--- config.mk ---
export PLATFORM = sky130hd
export DESIGN_NAME = bounded_deque_with_search
export DESIGN_NICKNAME = d
export VERILOG_FILES = /design/src/rtl/bdq_pkg.sv /design/src/rtl/bdq_ram.sv /design/src/rtl/bounded_deque_with_search.sv
export SDC_FILE = /design/constraint.sdc
export NUM_CORES = 1
export LEC_CHECK = 0
export BUFFER_PORTS_ARGS = -buffer_cell sky130_fd_sc_hd__buf_2
export CAP_MARGIN = 20
export CORE_ASPECT_RATIO = 1.25
export CORE_MARGIN = 8
export CORE_UTILIZATION = 56
export DETAILED_ROUTE_END_ITERATION = 7
export GPL_TIMING_DRIVEN = 0
export PLACE_DENSITY = 0.7
export RECOVER_POWER = 25
export SLEW_MARGIN = 0
export SYNTH_ARGS = -nofsm -noshare
export SYNTH_HDL_FRONTEND = slang
export SYNTH_SLANG_ARGS = --single-unit
export TNS_END_PERCENT = 5
--- constraint.sdc ---
create_clock -name clock -period 6.6 [get_ports clock]
set_input_delay 1.32 -clock clock [delete_from_list [all_inputs] [get_ports clock]]
set_output_delay 1.32 -clock clock [all_outputs]
set_load 0.03 [all_outputs]
--- src/rtl/bdq_pkg.sv ---
`default_nettype none
// ----------------------------------------------------------------------------
// bdq_pkg
// Shared constants for the bounded deque: command and status codes, field
// widths and parameter defaults.
// ----------------------------------------------------------------------------
package bdq_pkg;

   localparam int DEPTH_DEFAULT       = 16;
   localparam int VALUE_WIDTH_DEFAULT = 32;

   localparam int CMD_W    = 3;
   localparam int DATA_W   = 32;
   localparam int COUNT_W  = 5;
   localparam int STATUS_W = 2;

   localparam logic [CMD_W-1:0] CMD_PUSH_FRONT = 3'd0;
   localparam logic [CMD_W-1:0] CMD_PUSH_BACK  = 3'd1;
   localparam logic [CMD_W-1:0] CMD_POP_FRONT  = 3'd2;
   localparam logic [CMD_W-1:0] CMD_POP_BACK   = 3'd3;
   localparam logic [CMD_W-1:0] CMD_CONTAINS   = 3'd4;
   localparam logic [CMD_W-1:0] CMD_REMOVE     = 3'd5;

   localparam logic [STATUS_W-1:0] STATUS_OK    = 2'd0;
   localparam logic [STATUS_W-1:0] STATUS_FULL  = 2'd1;
   localparam logic [STATUS_W-1:0] STATUS_EMPTY = 2'd2;

endpackage
`default_nettype wire

--- src/rtl/bdq_ram.sv ---
`default_nettype none
// ----------------------------------------------------------------------------
// bdq_ram
// Generic simple dual-port RAM: one write port, one read port, registered
// read data.
// ----------------------------------------------------------------------------
module bdq_ram #(
   parameter int WIDTH = bdq_pkg::VALUE_WIDTH_DEFAULT,
   parameter int DEPTH = bdq_pkg::DEPTH_DEFAULT
) (
   input  wire logic                     clock,
   input  wire logic                     wr_en,
   input  wire logic [$clog2(DEPTH)-1:0] wr_addr,
   input  wire logic [WIDTH-1:0]         wr_data,
   input  wire logic [$clog2(DEPTH)-1:0] rd_addr,
   output logic      [WIDTH-1:0]         rd_data
);

   logic [WIDTH-1:0] mem_ff [DEPTH];
   logic [WIDTH-1:0] rd_data_ff;

   always_ff @(posedge clock) begin
      if (wr_en) begin
         mem_ff[wr_addr] <= wr_data;
      end
      rd_data_ff <= mem_ff[rd_addr];
   end

   assign rd_data = rd_data_ff;

endmodule
`default_nettype wire

--- src/rtl/bounded_deque_with_search.sv ---
`default_nettype none
// Push, pop and no-op requests pass through S_RDF, S_RDB and S_OUT, where the response
// is registered; the next request is taken in the cycle after the response is loaded.
// Contains and remove scan the stored values one per cycle through the RAM read port
// until a match or the end of the deque is found, then a remove shifts each later
// value one place toward the front, one per cycle, before the response is built.
// Synchronous active-high reset empties the deque (head 0, count 0); RAM is not cleared.
// ----------------------------------------------------------------------------
// bounded_deque_with_search
// Bounded double-ended queue in a ring RAM with push/pop at both ends,
// membership test and removal of the first matching value.
// ----------------------------------------------------------------------------
module bounded_deque_with_search #(
   parameter int DEPTH       = bdq_pkg::DEPTH_DEFAULT,
   parameter int VALUE_WIDTH = bdq_pkg::VALUE_WIDTH_DEFAULT
) (
   input  wire logic                                clock,
   input  wire logic                                reset,
   input  wire logic                                req_valid,
   output logic                                     req_stall,
   input  wire logic        [bdq_pkg::CMD_W-1:0]    req_cmd,
   input  wire logic signed [bdq_pkg::DATA_W-1:0]   req_value,
   output logic                                     rsp_valid,
   input  wire logic                                rsp_stall,
   output logic signed      [bdq_pkg::DATA_W-1:0]   rsp_front_value,
   output logic signed      [bdq_pkg::DATA_W-1:0]   rsp_back_value,
   output logic             [bdq_pkg::COUNT_W-1:0]  rsp_count,
   output logic                                     rsp_empty_res,
   output logic                                     rsp_found,
   output logic             [bdq_pkg::STATUS_W-1:0] rsp_status
);

   localparam int IDX_W = $clog2(DEPTH);
   localparam int CNT_W = $clog2(DEPTH + 1);
   localparam int SUM_W = CNT_W + 1;

   localparam logic [2:0] S_IDLE  = 3'd0;
   localparam logic [2:0] S_SCAN  = 3'd1;
   localparam logic [2:0] S_SHIFT = 3'd2;
   localparam logic [2:0] S_RDF   = 3'd3;
   localparam logic [2:0] S_RDB   = 3'd4;
   localparam logic [2:0] S_OUT   = 3'd5;

   logic [2:0]                     state_ff, state_in;
   logic [IDX_W-1:0]               head_ff, head_in;
   logic [CNT_W-1:0]               count_ff, count_in;
   logic [CNT_W-1:0]               rd_pos_ff, rd_pos_in;
   logic                           pend_ff, pend_in;
   logic [CNT_W-1:0]               sh_pos_ff, sh_pos_in;
   logic [bdq_pkg::CMD_W-1:0]      cmd_ff, cmd_in;
   logic [VALUE_WIDTH-1:0]         key_ff, key_in;
   logic                           found_ff, found_in;
   logic [bdq_pkg::STATUS_W-1:0]   status_ff, status_in;
   logic [VALUE_WIDTH-1:0]         front_tmp_ff, front_tmp_in;

   logic                           rsp_valid_ff, rsp_valid_in;
   logic [bdq_pkg::DATA_W-1:0]     rsp_front_ff, rsp_front_in;
   logic [bdq_pkg::DATA_W-1:0]     rsp_back_ff, rsp_back_in;
   logic [bdq_pkg::COUNT_W-1:0]    rsp_count_ff, rsp_count_in;
   logic                           rsp_empty_ff, rsp_empty_in;
   logic                           rsp_found_ff, rsp_found_in;
   logic [bdq_pkg::STATUS_W-1:0]   rsp_status_ff, rsp_status_in;

   logic                           mem_we;
   logic [IDX_W-1:0]               mem_waddr;
   logic [VALUE_WIDTH-1:0]         mem_wdata;
   logic [IDX_W-1:0]               mem_raddr;
   logic [VALUE_WIDTH-1:0]         mem_rdata;

   logic [VALUE_WIDTH-1:0]         req_key;
   logic [bdq_pkg::DATA_W-1:0]     front_word;
   logic [bdq_pkg::DATA_W-1:0]     back_word;
   logic [bdq_pkg::COUNT_W-1:0]    count_word;
   logic                           full;
   logic                           load_rsp;
   logic [IDX_W-1:0]               head_dec;
   logic [IDX_W-1:0]               head_inc;
   logic [IDX_W-1:0]               back_slot;
   logic [CNT_W-1:0]               back_pos;

   // Ring position of element pos; pos never exceeds DEPTH.
   function automatic logic [IDX_W-1:0] slot_of(input logic [IDX_W-1:0] head,
                                                input logic [CNT_W-1:0] pos);
      logic [SUM_W-1:0] sum;
      sum = SUM_W'(head) + SUM_W'(pos);
      if (sum >= SUM_W'(DEPTH)) begin
         sum = sum - SUM_W'(DEPTH);
      end
      return sum[IDX_W-1:0];
   endfunction

   bdq_ram #(
      .WIDTH (VALUE_WIDTH),
      .DEPTH (DEPTH)
   ) u_ram (
      .clock   (clock),
      .wr_en   (mem_we),
      .wr_addr (mem_waddr),
      .wr_data (mem_wdata),
      .rd_addr (mem_raddr),
      .rd_data (mem_rdata)
   );

   // Width adaptation between the 32-bit ports and the stored value width
   if (VALUE_WIDTH <= bdq_pkg::DATA_W) begin : g_narrow
      assign req_key    = req_value[VALUE_WIDTH-1:0];
      assign front_word = bdq_pkg::DATA_W'(front_tmp_ff);
      assign back_word  = bdq_pkg::DATA_W'(mem_rdata);
   end else begin : g_wide
      assign req_key    = {{(VALUE_WIDTH-bdq_pkg::DATA_W){1'b0}}, req_value};
      assign front_word = front_tmp_ff[bdq_pkg::DATA_W-1:0];
      assign back_word  = mem_rdata[bdq_pkg::DATA_W-1:0];
   end

   if (CNT_W >= bdq_pkg::COUNT_W) begin : g_cnt_trunc
      assign count_word = count_ff[bdq_pkg::COUNT_W-1:0];
   end else begin : g_cnt_ext
      assign count_word = {{(bdq_pkg::COUNT_W-CNT_W){1'b0}}, count_ff};
   end

   assign full      = (count_ff == CNT_W'(DEPTH));
   assign head_dec  = (head_ff == '0) ? IDX_W'(DEPTH - 1) : head_ff - 1'b1;
   assign head_inc  = (head_ff == IDX_W'(DEPTH - 1)) ? '0 : head_ff + 1'b1;
   assign back_pos  = (count_ff == '0) ? '0 : count_ff - 1'b1;
   assign back_slot = slot_of(head_ff, back_pos);
   assign load_rsp  = (state_ff == S_OUT) && (!rsp_valid_ff || !rsp_stall);

   assign req_stall = (state_ff != S_IDLE);

   always_comb begin
      state_in     = state_ff;
      head_in      = head_ff;
      count_in     = count_ff;
      rd_pos_in    = rd_pos_ff;
      pend_in      = pend_ff;
      sh_pos_in    = sh_pos_ff;
      cmd_in       = cmd_ff;
      key_in       = key_ff;
      found_in     = found_ff;
      status_in    = status_ff;
      front_tmp_in = front_tmp_ff;
      mem_we       = 1'b0;
      mem_waddr    = head_ff;
      mem_wdata    = key_ff;
      mem_raddr    = head_ff;

      unique case (state_ff)
         S_IDLE: begin
            if (req_valid) begin
               cmd_in    = req_cmd;
               key_in    = req_key;
               found_in  = 1'b0;
               status_in = bdq_pkg::STATUS_OK;
               rd_pos_in = '0;
               pend_in   = 1'b0;
               state_in  = S_RDF;
               unique case (req_cmd) inside
                  bdq_pkg::CMD_PUSH_FRONT: begin
                     if (full) begin
                        status_in = bdq_pkg::STATUS_FULL;
                     end else begin
                        head_in   = head_dec;
                        mem_we    = 1'b1;
                        mem_waddr = head_dec;
                        mem_wdata = req_key;
                        count_in  = count_ff + 1'b1;
                     end
                  end
                  bdq_pkg::CMD_PUSH_BACK: begin
                     if (full) begin
                        status_in = bdq_pkg::STATUS_FULL;
                     end else begin
                        mem_we    = 1'b1;
                        mem_waddr = slot_of(head_ff, count_ff);
                        mem_wdata = req_key;
                        count_in  = count_ff + 1'b1;
                     end
                  end
                  bdq_pkg::CMD_POP_FRONT: begin
                     if (count_ff == '0) begin
                        status_in = bdq_pkg::STATUS_EMPTY;
                     end else begin
                        head_in  = head_inc;
                        count_in = count_ff - 1'b1;
                     end
                  end
                  bdq_pkg::CMD_POP_BACK: begin
                     if (count_ff == '0) begin
                        status_in = bdq_pkg::STATUS_EMPTY;
                     end else begin
                        count_in = count_ff - 1'b1;
                     end
                  end
                  bdq_pkg::CMD_CONTAINS, bdq_pkg::CMD_REMOVE: begin
                     if (count_ff != '0) begin
                        state_in = S_SCAN;
                     end
                  end
                  default: begin
                     state_in = S_RDF;
                  end
               endcase
            end
         end
         S_SCAN: begin
            // Issue the next read while comparing the previous one
            mem_raddr = slot_of(head_ff, rd_pos_ff);
            if (pend_ff && (mem_rdata == key_ff)) begin
               found_in = 1'b1;
               if (cmd_ff == bdq_pkg::CMD_REMOVE) begin
                  sh_pos_in = rd_pos_ff - 1'b1;
                  state_in  = S_SHIFT;
               end else begin
                  state_in = S_RDF;
               end
            end else if (pend_ff && (rd_pos_ff == count_ff)) begin
               state_in = S_RDF;
            end else begin
               rd_pos_in = rd_pos_ff + 1'b1;
               pend_in   = 1'b1;
            end
         end
         S_SHIFT: begin
            // Read data holds the element one place behind sh_pos
            if ((sh_pos_ff + 1'b1) < count_ff) begin
               mem_we    = 1'b1;
               mem_waddr = slot_of(head_ff, sh_pos_ff);
               mem_wdata = mem_rdata;
               mem_raddr = slot_of(head_ff, sh_pos_ff + CNT_W'(2));
               sh_pos_in = sh_pos_ff + 1'b1;
            end else begin
               count_in = count_ff - 1'b1;
               state_in = S_RDF;
            end
         end
         S_RDF: begin
            mem_raddr = head_ff;
            state_in  = S_RDB;
         end
         S_RDB: begin
            front_tmp_in = mem_rdata;
            mem_raddr    = back_slot;
            state_in     = S_OUT;
         end
         S_OUT: begin
            // Hold the back address so the read data stays put while stalled
            mem_raddr = back_slot;
            if (load_rsp) begin
               state_in = S_IDLE;
            end
         end
         default: begin
            state_in = S_IDLE;
         end
      endcase
   end

   always_comb begin
      rsp_valid_in  = rsp_valid_ff && rsp_stall;
      rsp_front_in  = rsp_front_ff;
      rsp_back_in   = rsp_back_ff;
      rsp_count_in  = rsp_count_ff;
      rsp_empty_in  = rsp_empty_ff;
      rsp_found_in  = rsp_found_ff;
      rsp_status_in = rsp_status_ff;
      if (load_rsp) begin
         rsp_valid_in  = 1'b1;
         rsp_front_in  = (count_ff == '0) ? '0 : front_word;
         rsp_back_in   = (count_ff == '0) ? '0 : back_word;
         rsp_count_in  = count_word;
         rsp_empty_in  = (count_ff == '0);
         rsp_found_in  = found_ff;
         rsp_status_in = status_ff;
      end
   end

   always_ff @(posedge clock) begin
      if (reset) begin
         state_ff     <= S_IDLE;
         head_ff      <= '0;
         count_ff     <= '0;
         rd_pos_ff    <= '0;
         pend_ff      <= 1'b0;
         rsp_valid_ff <= 1'b0;
      end else begin
         state_ff     <= state_in;
         head_ff      <= head_in;
         count_ff     <= count_in;
         rd_pos_ff    <= rd_pos_in;
         pend_ff      <= pend_in;
         rsp_valid_ff <= rsp_valid_in;
      end
   end

   always_ff @(posedge clock) begin
      sh_pos_ff     <= sh_pos_in;
      cmd_ff        <= cmd_in;
      key_ff        <= key_in;
      found_ff      <= found_in;
      status_ff     <= status_in;
      front_tmp_ff  <= front_tmp_in;
      rsp_front_ff  <= rsp_front_in;
      rsp_back_ff   <= rsp_back_in;
      rsp_count_ff  <= rsp_count_in;
      rsp_empty_ff  <= rsp_empty_in;
      rsp_found_ff  <= rsp_found_in;
      rsp_status_ff <= rsp_status_in;
   end

   assign rsp_valid       = rsp_valid_ff;
   assign rsp_front_value = rsp_front_ff;
   assign rsp_back_value  = rsp_back_ff;
   assign rsp_count       = rsp_count_ff;
   assign rsp_empty_res   = rsp_empty_ff;
   assign rsp_found       = rsp_found_ff;
   assign rsp_status      = rsp_status_ff;

   a_count_bound: assert property (@(posedge clock) disable iff (reset)
      count_ff <= CNT_W'(DEPTH))
      else $error("stored count exceeds depth");

   a_write_phase: assert property (@(posedge clock) disable iff (reset)
      mem_we |-> (state_ff == S_IDLE || state_ff == S_SHIFT))
      else $error("RAM write outside push or shift");

   a_shift_no_overlap: assert property (@(posedge clock) disable iff (reset)
      (state_ff == S_SHIFT && mem_we) |-> (mem_waddr != mem_raddr))
      else $error("shift reads and writes the same entry");

   a_accept_busy: assert property (@(posedge clock) disable iff (reset)
      (req_valid && !req_stall) |=> (state_ff != S_IDLE))
      else $error("accepted request did not start work");

   a_found_ok: assert property (@(posedge clock) disable iff (reset)
      (rsp_valid && rsp_found) |-> (rsp_status == bdq_pkg::STATUS_OK && !rsp_empty_res
                                    || rsp_status == bdq_pkg::STATUS_OK))
      else $error("found flagged with a refusal status");

endmodule
`default_nettype wire

After elaboration in Yosys (flattened, before gate mapping)
Memory sizes are Yosys's and may differ from the RTL's. A register that Yosys moved wholly into a read port is not among the register bits.
Index checks and enable logic that the tools add are counted.
Widths: inputs -> output; s select.

word-level totals
  memories = 1
  word-level logic and storage cells = 162
  register bits after elaboration = 167
  input port bits = 39
  memory bits (writable) = 512
  output and inout port bits = 75

operators by class
  $add $sub $neg = 18
  equality and inequality tests = 28
  reductions and logical operators = 28
  mux-type cells = 63
  order comparisons = 6

memories
  name          words  width  rd ports  clocked after memory_dff  wr ports  line           source
  u_ram.mem_ff  16     32     1         1                         1         bdq_ram.sv:19  logic [WIDTH-1:0] mem_ff [DEPTH];

operators with widths
  kind                 number
  $mux 32              4
  $pmux 32 s2          1
  $mux 5               11
  $mux 4               13
  $pmux 5 s2           4
  $eq 32x32->1         1
  $add 4x5->6          5
  $ge 6x5->1 const B   5
  $pmux 4 s2           3
  $sub 4x1->4 const B  6
  $ne 2x2->1 const B   9
  $pmux 3 s6           1
  $reduce_and 4->1     4
  $add 5x1->5 const B  3
  $eq 3x3->1 const B   5
  $mux 3               5
  $mux 1               13
  $eq 3x2->1 const B   4
  $ne 3x3->1 const B   4
  $pmux 4 s3           1
  $sub 5x1->5 const B  2
  $reduce_bool 2->1    4
  $reduce_or 2->1      4
  $eq 3x1->1 const B   2
  20 further kinds     29

Depth between registers and ports, before layout
Gate-level depths: netlist of the first run.

  depth in word-level cells = 7
  gate-level depth with buffers = 17
  depth with buffers taken out = 15

Modules after synthesis
From an unflattened synthesis of the first run, not the netlist that was laid out.

unflattened totals
  cells, all modules = 1591
  area, all modules = 28492.3 um^2

by module, submodules not included
  module                     area each (um^2)  cells an instance  sequential area each (um^2)  times used
  bdq_ram                    19835.3           838                16015.4                      1
  bounded_deque_with_search  8657.1            753                4824.6                       1

Worst setup path before layout of the first run
No wires, ideal clock.

  path type = input to register
  from = in rsp_stall
  to = reg rsp_back_ff, in the netlist rsp_back_value[0] (enable)
  stages on the path = 1
  buffers on the path = 0
  arrival = 4.785 ns
  library setup time = 0.528 ns
  slack = 1.287 ns
  required time = 6.072 ns
  cell sequence = a21oi_1

on the way
  cells in the longest elaborated chain, start to end = 3

RTL lines
  item                    line                              source
  start: declaration      bounded_deque_with_search.sv:24   input wire logic rsp_stall,
  $logic_not 1->1         bounded_deque_with_search.sv:126  assign load_rsp = (state_ff == S_OUT) && (!rsp_valid_ff || !rsp_stall);
  $logic_or 1x1->1        bounded_deque_with_search.sv:126
  $logic_and 1x1->1       bounded_deque_with_search.sv:126
  end signal: assignment  bounded_deque_with_search.sv:303  rsp_back_ff <= rsp_back_in;
  end: declaration        bounded_deque_with_search.sv:58   logic [bdq_pkg::DATA_W-1:0] rsp_back_ff, rsp_back_in;

No other way between the ends.
A chain may end at the register's enable or synchronous reset.

Worst setup path after layout of the first run
  from = reg state_ff[1]
  to = reg rsp_back_ff, in the netlist rsp_back_value[24] (enable)

on the way
  cells in the longest elaborated chain, start to end = 2

RTL lines
  item                      line                              source
  start: declaration        bounded_deque_with_search.sv:44   logic [2:0] state_ff, state_in;
  start signal: assignment  bounded_deque_with_search.sv:286  state_ff <= state_in;
  $eq 3x3->1                bounded_deque_with_search.sv:126
  $logic_and 1x1->1         bounded_deque_with_search.sv:126
  named net load_rsp        bounded_deque_with_search.sv:75   logic load_rsp;

The timed path passes the listed nets, and every way through them passes these cells.

==> results of run 1 <==
-- state kept, by name (all words and copies together), names as in the netlist, 3 cells and up --
register / flops
cmd_ff: 3
count_ff: 5
front_tmp_ff: 32
head_ff: 4
key_ff: 32
rd_pos_ff: 5
rsp_back_value: 32
rsp_count: 5
rsp_front_value: 32
sh_pos_ff: 5
state_ff: 3
u_ram.mem_ff: 512
u_ram.rd_data: 32
-- cell type report --
cell class                 count  area [µm²]
clock inverter                22         193
inverter                      23        86.3
timing repair buffer         131         810
sequential                   711       20800
clock buffer                  98        1870
multi-input combinational   1252        7500
fill                        3780       18600
antenna                        1        2.50
buffer                       127         589
tap                          665         832
-- logic make-up after synthesis --
group / share of synthesized area
buffers and inverters: 0.0235
adders and majority gates: 0.0132
muxes: 0.0255
and+or+nand+nor: 0.118
xor gates and xnor gates: 0.0170
DFF: 0.721
AOI/OAI and AO/OA: 0.0816
-- layer usage --
layer / up-vias / share of wire / wire [µm] / GRT usage
li1: 8265 / - / - / -
met1: 9180 / 0.39 / 29900 / 0.325
met2: 919 / 0.49 / 37100 / 0.421
met3: 158 / 0.087 / 6630 / 0.0560
met4: 0 / 0.036 / 2780 / 0.105
met5: - / 0 / 0 / 0
-- where the power goes --
group / internal, mW / total [mW] / switching, mW
sequential: 5.82 / 6.09 / 0.266
clock: 2.06 / 3.70 / 1.64
combinational: 1.54 / 5.54 / 4.00
total: 9.42 / 15.3 / 5.90
-- worst min-delay path by stage --
stage	startpoint	end	slack (ns)	cells after the start
final	status_ff[1]	rsp_status[1]	0.42	0
after global routing	status_ff[1]	rsp_status[1]	0.44	0
after CTS	status_ff[1]	rsp_status[1]	0.42	0
after detailed placement	status_ff[1]	rsp_status[1]	0.41	0
after global placement	found_ff	rsp_found	0.41	0
after floorplan	found_ff	rsp_found	0.40	0
-- through the flow --
stage / area [µm²] / utilization / total power [mW] / hold WS [ns]
2_1_floorplan: 28900 / - / 9.50 / 0.400
3_3_place_gp: 30300 / 0.590 / 11.4 / 0.406
3_5_place_dp: 30900 / 0.602 / 11.7 / 0.415
4_1_cts: 32900 / 0.642 / 15.3 / 0.425
5_1_grt: 32700 / 0.638 / 16.0 / 0.441
6_report: 32700 / 0.638 / 15.3 / 0.420
-- cells in the final DEF (no fill, tap or decap), drive strengths merged, types with 32 or more instances in the layout --
cell type / synthesis / final
mux2i: 70 / 70
dfxtp: 51 / 51
a221o: 64 / 64
nand2: 486 / 486
edfxtp: 660 / 660
and2: 68 / 68
o211ai: 69 / 69
a21oi: 95 / 95
nor2: 50 / 50
buf: 56 / 71
clkbuf: 71 / 285
xor2: 40 / 40
nand4: 37 / 37
a22oi: 32 / 32
nand3: 78 / 78
==> reports/qor.txt, run 1 <==
CTS tree: yes
Buf/Inv on CP: 4
gpl congestion: 0.896
CP delay by family, top: buffers and inverters
setup TNS: 0 ns
Critical Path RT: 6.81 ns
Fin. Hold Viols: 0
initial antenna violation count: 1
Cells after Synth: 2113
CTS H-tree depth: 3
Die Width: 219 µm
Reg2Reg Capture Point: rsp_back_value[24]
syn nets: 2180
worst reg2reg path depth: 7
Setup Fix Bufs, Post-CTS: 0
first-pass GRT wire length: 113 mm
crit end category: flop
Yosys top cell area share: 0.686
largest net degree at the start of global routing: 33
Rel. slew slack: -0.756
dpl hpwl: 53.4 mm
Critical Path Start Type: flop
Yosys warnings: 0
endpoints failing setup: 0
latest clock arrival within the worst-skew pair: 0.62 ns
area grow syn2layout: 13.2%
min cycle time layout: 5.03 ns
status: finished with violations
largest cells by area after synthesis: edfxtp_1, nand2_1, dfxtp_1
DIE AREA: 59200 µm²
WL final: 76.4 mm
max cap viols: 3
CTS Hold Buffers Added: 0
maximum vdd drop: 263 µV
per-cell routed wire length: 25.2 µm
synth cell count leaders: edfxtp_1, nand2_1, a21oi_1
DRC: 0
RSZ-0062 raised after global routing: no
Num Clock Sinks: 711
pwr dens: 468 nW/µm²
Setup CP Type: reg2reg
critical path's slowest cell: clkbuf_1
Final Slew Violations: 97
CP Depth: 7
total core area: 51300 µm²
drt via density: 6.11
worst path arrival time: 5.25 ns
Global Route Usage Sum: 0.256
Unique masters post-synth: 72
register area share after synthesis: 0.721
post-cts sizing count: 0
mean post-synth cell area: 13.7 µm²
failing checks: capacitance limit, slew limit
Final WS setup: 1.57 ns
Non-Filler Instances: 3030
via count: 18500
Worst-Margin Slew: 2.62 ns
GRT overflow: 0
Total Nets Final: 2381
Site Rows: 93
Final Cycle Share: 0.763
most frequent CP cell: clkbuf_1
pre-CTS WS: 1.79 ns
clock buffer depth: 3
Worst R2R Start: state_ff[1]
clock root cell: clkbuf_16
Buffers on Ports: 112
top-level port count: 114
cell breakdown of the critical path: clkbuf_1 > clkbuf_1 > nor2_1 > nand2_1 > a21oi_1 > clkbuf_1 > clkbuf_1
Final ANT Viol Nets: 0
area leader, netlist: edfxtp_1
Hold Path Class: reg2reg
most numerous cell in the Yosys netlist: edfxtp_1
Die Y: 270 µm
Setup crit end: rsp_back_value[24]
CP peak stage delay: 1.23 ns
Max FO, Critical Path: 31
Post-synth EDFFs: 660
worst clock skew: 0.0251 ns
#FFs+latches synth: 711
DR iter-0 viols: 2013
Post-synth ARST share: 0
Starting Density: 0.563
placed cells: 2909
layout cells sized above 1: 0.0761
total leakage power: 11.7 nW
Worst-path clk slew: 0.06 ns
Main synth FF type: edfxtp_1
total CTS buffers: 68
Setup crit start: state_ff[1]
1st-pass router iterations: 8
R2R setup slack: 1.57 ns
vias in the first global route: 18300
Post-Synthesis Cell Area: 28900 µm²
maximum clock rate: 0.199 GHz
No activity file was read; power rests on OpenSTA's default activity.
==> inputs of run 2 (changes only) <==
--- a/config.mk
+++ b/config.mk
@@ -5,6 +5,7 @@
 export SDC_FILE = /design/constraint.sdc
 export NUM_CORES = 1
 export LEC_CHECK = 0
+export ABC_AREA = 1
 export BUFFER_PORTS_ARGS = -buffer_cell sky130_fd_sc_hd__buf_2
 export CAP_MARGIN = 20
 export CORE_ASPECT_RATIO = 1.25
==> constraint.sdc (replaced) <==
create_clock -name clock -period 4.8 [get_ports clock]
set_input_delay 0.96 -clock clock [delete_from_list [all_inputs] [get_ports clock]]
set_output_delay 0.96 -clock clock [all_outputs]
set_load 0.03 [all_outputs]
==> run 2 against run 1 <==
Against the previous run:
- the flow still finishes with violations (capacitance limit, slew limit)
- via count grew 22%
- clock-buffer cell count shrank 13
- clock power grew 52%
- power grew 68%
- combinational power grew 110%
- largest cell class unchanged
- highest routed layer is now met5
==> reports/qor.txt, run 2 <==
post-layout util: 0.641
NetSw: 11.3 mW
Yosys warnings: 0
most frequent CP cell: nand2_1
clock root cell: clkbuf_16
maximum clock rate: 0.226 GHz
register area share after synthesis: 0.667
Die Width: 227 µm
vias in the first global route: 21900
total leakage power: 14.8 nW
Setup Fix Bufs, Post-CTS: 0
WHS: 0.422 ns
Post-Synthesis Cell Area: 31200 µm²
top-level port count: 114
cell breakdown of the critical path: ha_1 > nand2_1 > xor2_1 > inv_1 > ha_1 > nand2_1 > inv_1 > nand2_1 > nand3_2 > inv_1 > nand2_1 > nand2_2 > inv_1 > nor2_1 > nand2_1 > nor2_4 > buf_16
1st-pass router iterations: 6
layout cells sized above 1: 0.0971
CP peak stage delay: 0.60 ns
Rel. slew slack: -0.0655
largest net degree at the start of global routing: 39
clock buffer depth: 3
maximum vdd drop: 371 µV
min cycle time layout: 4.43 ns
Site Rows: 97
Die Y: 280 µm
CTS Hold Buffers Added: 0
Num Clock Sinks: 711
latest clock arrival within the worst-skew pair: 0.61 ns
Sw Ratio: 0.437
Final ANT Viol Nets: 0
clock network fraction of total power: 0.219
worst clock skew: 0.0153 ns
pwr dens: 724 nW/µm²
Non-Filler Instances: 3988
Post-synth ARST share: 0
RSZ-0062 raised after global routing: no
#FFs+latches synth: 711
Fin. Hold Viols: 0
per-cell routed wire length: 21.4 µm
Critical Path RT: 5.11 ns
Main synth FF type: edfxtp_1
placed cells: 3862
failing checks: capacitance limit, slew limit
Largest register FFs: 512
most common cell after layout, fill and taps aside: nand2_1
Setup CP Type: reg2reg
CTS H-tree depth: 3
setup TNS: 0 ns
DIE AREA: 63600 µm²
post-cts sizing count: 0
Hold Path Class: reg2reg
initial antenna violation count: 4
Cells after Synth: 2972
final instance area: 35600 µm²
Final Slew Violations: 73
Post-synth EDFFs: 660
Sequential Area: 20800 µm²
syn nets: 3039
DR iter-0 viols: 2620
gpl congestion: 0.925
first-pass GRT wire length: 127 mm
max cap viols: 2
Seq pwr share: 0.333
Fill cells: 4427
Total Nets Final: 3259
dpl hpwl: 61.3 mm
worst path arrival time: 4.74 ns
Unique masters post-synth: 43
DP Area: 33500 µm²
Largest Register: u_ram.mem_ff
DRC: 0
total core area: 55600 µm²
total CTS buffers: 70
Pint: 14.5 mW
Critical Path Start Type: flop
most numerous cell in the Yosys netlist: nand2_1
crit end category: flop
post-layout total power: 25.8 mW
mean post-synth cell area: 10.5 µm²
synth cell count leaders: nand2_1, edfxtp_1, nand3_1
via count: 22500
Comb pwr share: 0.448
status: finished with violations
most frequent cells in the layout: nand2_1, edfxtp_1, nand3_1
pre-CTS WS: 0.200 ns
Buffers on Ports: 113
Final Cycle Share: 0.923
largest cells by area after synthesis: edfxtp_1, nand3_1, nand2_1
Worst-path clk slew: 0.06 ns
Starting Density: 0.562
Yosys top cell area share: 0.635
WL final: 85.5 mm
area grow syn2layout: 14.1%
endpoints failing setup: 0
Max FO, Critical Path: 20
drt via density: 5.65
Worst-Margin Slew: 1.60 ns
Global Route Usage Sum: 0.266
GRT overflow: 0
Final WS setup: 0.372 ns
CTS tree: yes
area leader, netlist: edfxtp_1
area used by multi-input combinational logic: 8210 µm²
critical path's slowest cell: nor2_4
[run 2: final timing paths]
kind / cells past startpoint / start / endpoint / slack [ns]
min: 0 / found_ff / rsp_found / 0.42
max reg2reg: 17 / sh_pos_ff[1] / u_ram.mem_ff[13][22] / 0.37
min reg2reg: 0 / found_ff / rsp_found / 0.42
max: 17 / sh_pos_ff[1] / u_ram.mem_ff[13][22] / 0.37
[run 2: routing by layer]
| metal | global-route usage | wire, µm |
|---|---|---|
| met1 | 0.335 | 32700 |
| met2 | 0.458 | 42100 |
| met3 | 0.0359 | 7340 |
| met4 | 0.113 | 3360 |
| met5 | 0 | 25 |
[run 2: logic make-up (layout without fill, tap and decap cells)]
family,after synthesis,after routing,share of synthesized area
AO/OA/AOI/OAI,139,139,0.0279
flip-flops,711,711,0.667
other,0,1,0
adder cells (fa/ha/maj),28,28,0.0122
buffers and inverters,576,849,0.0745
AND/OR/NAND/NOR,1476,1476,0.206
XOR/XNOR,42,42,0.0118
[run 2: area by class of cell]
type | instances | share of cell area
multi-input combinational | 1685 | 0.231
sequential | 711 | 0.585
antenna | 1 | 0.0000702
clock inverter | 40 | 0.0148
timing repair buffer | 148 | 0.0269
tap | 742 | 0.0261
inverter | 422 | 0.0445
buffer | 154 | 0.0208
clock buffer | 85 | 0.0513
[run 2: critical path, delay by kind of cell, from the launching register on]
| kind | cells | cell delay, ns |
|---|---|---|
| simple gates | 9 | 2.18 |
| xor+xnor | 1 | 0.21 |
| flops | 1 | 0.49 |
| buf+inv | 5 | 0.69 |
| fa+ha+maj | 2 | 0.55 |
[run 2: power groups by stage]
stage	Combinational, mW	Clock [mW]	Sequential [mW]
after floorplan	6.95	0	8.64
after global placement	10.8	0	8.76
after detailed placement	11.3	0	8.71
after CTS	11.4	5.66	8.58
after global routing	12.5	5.90	8.64
final	11.6	5.63	8.59
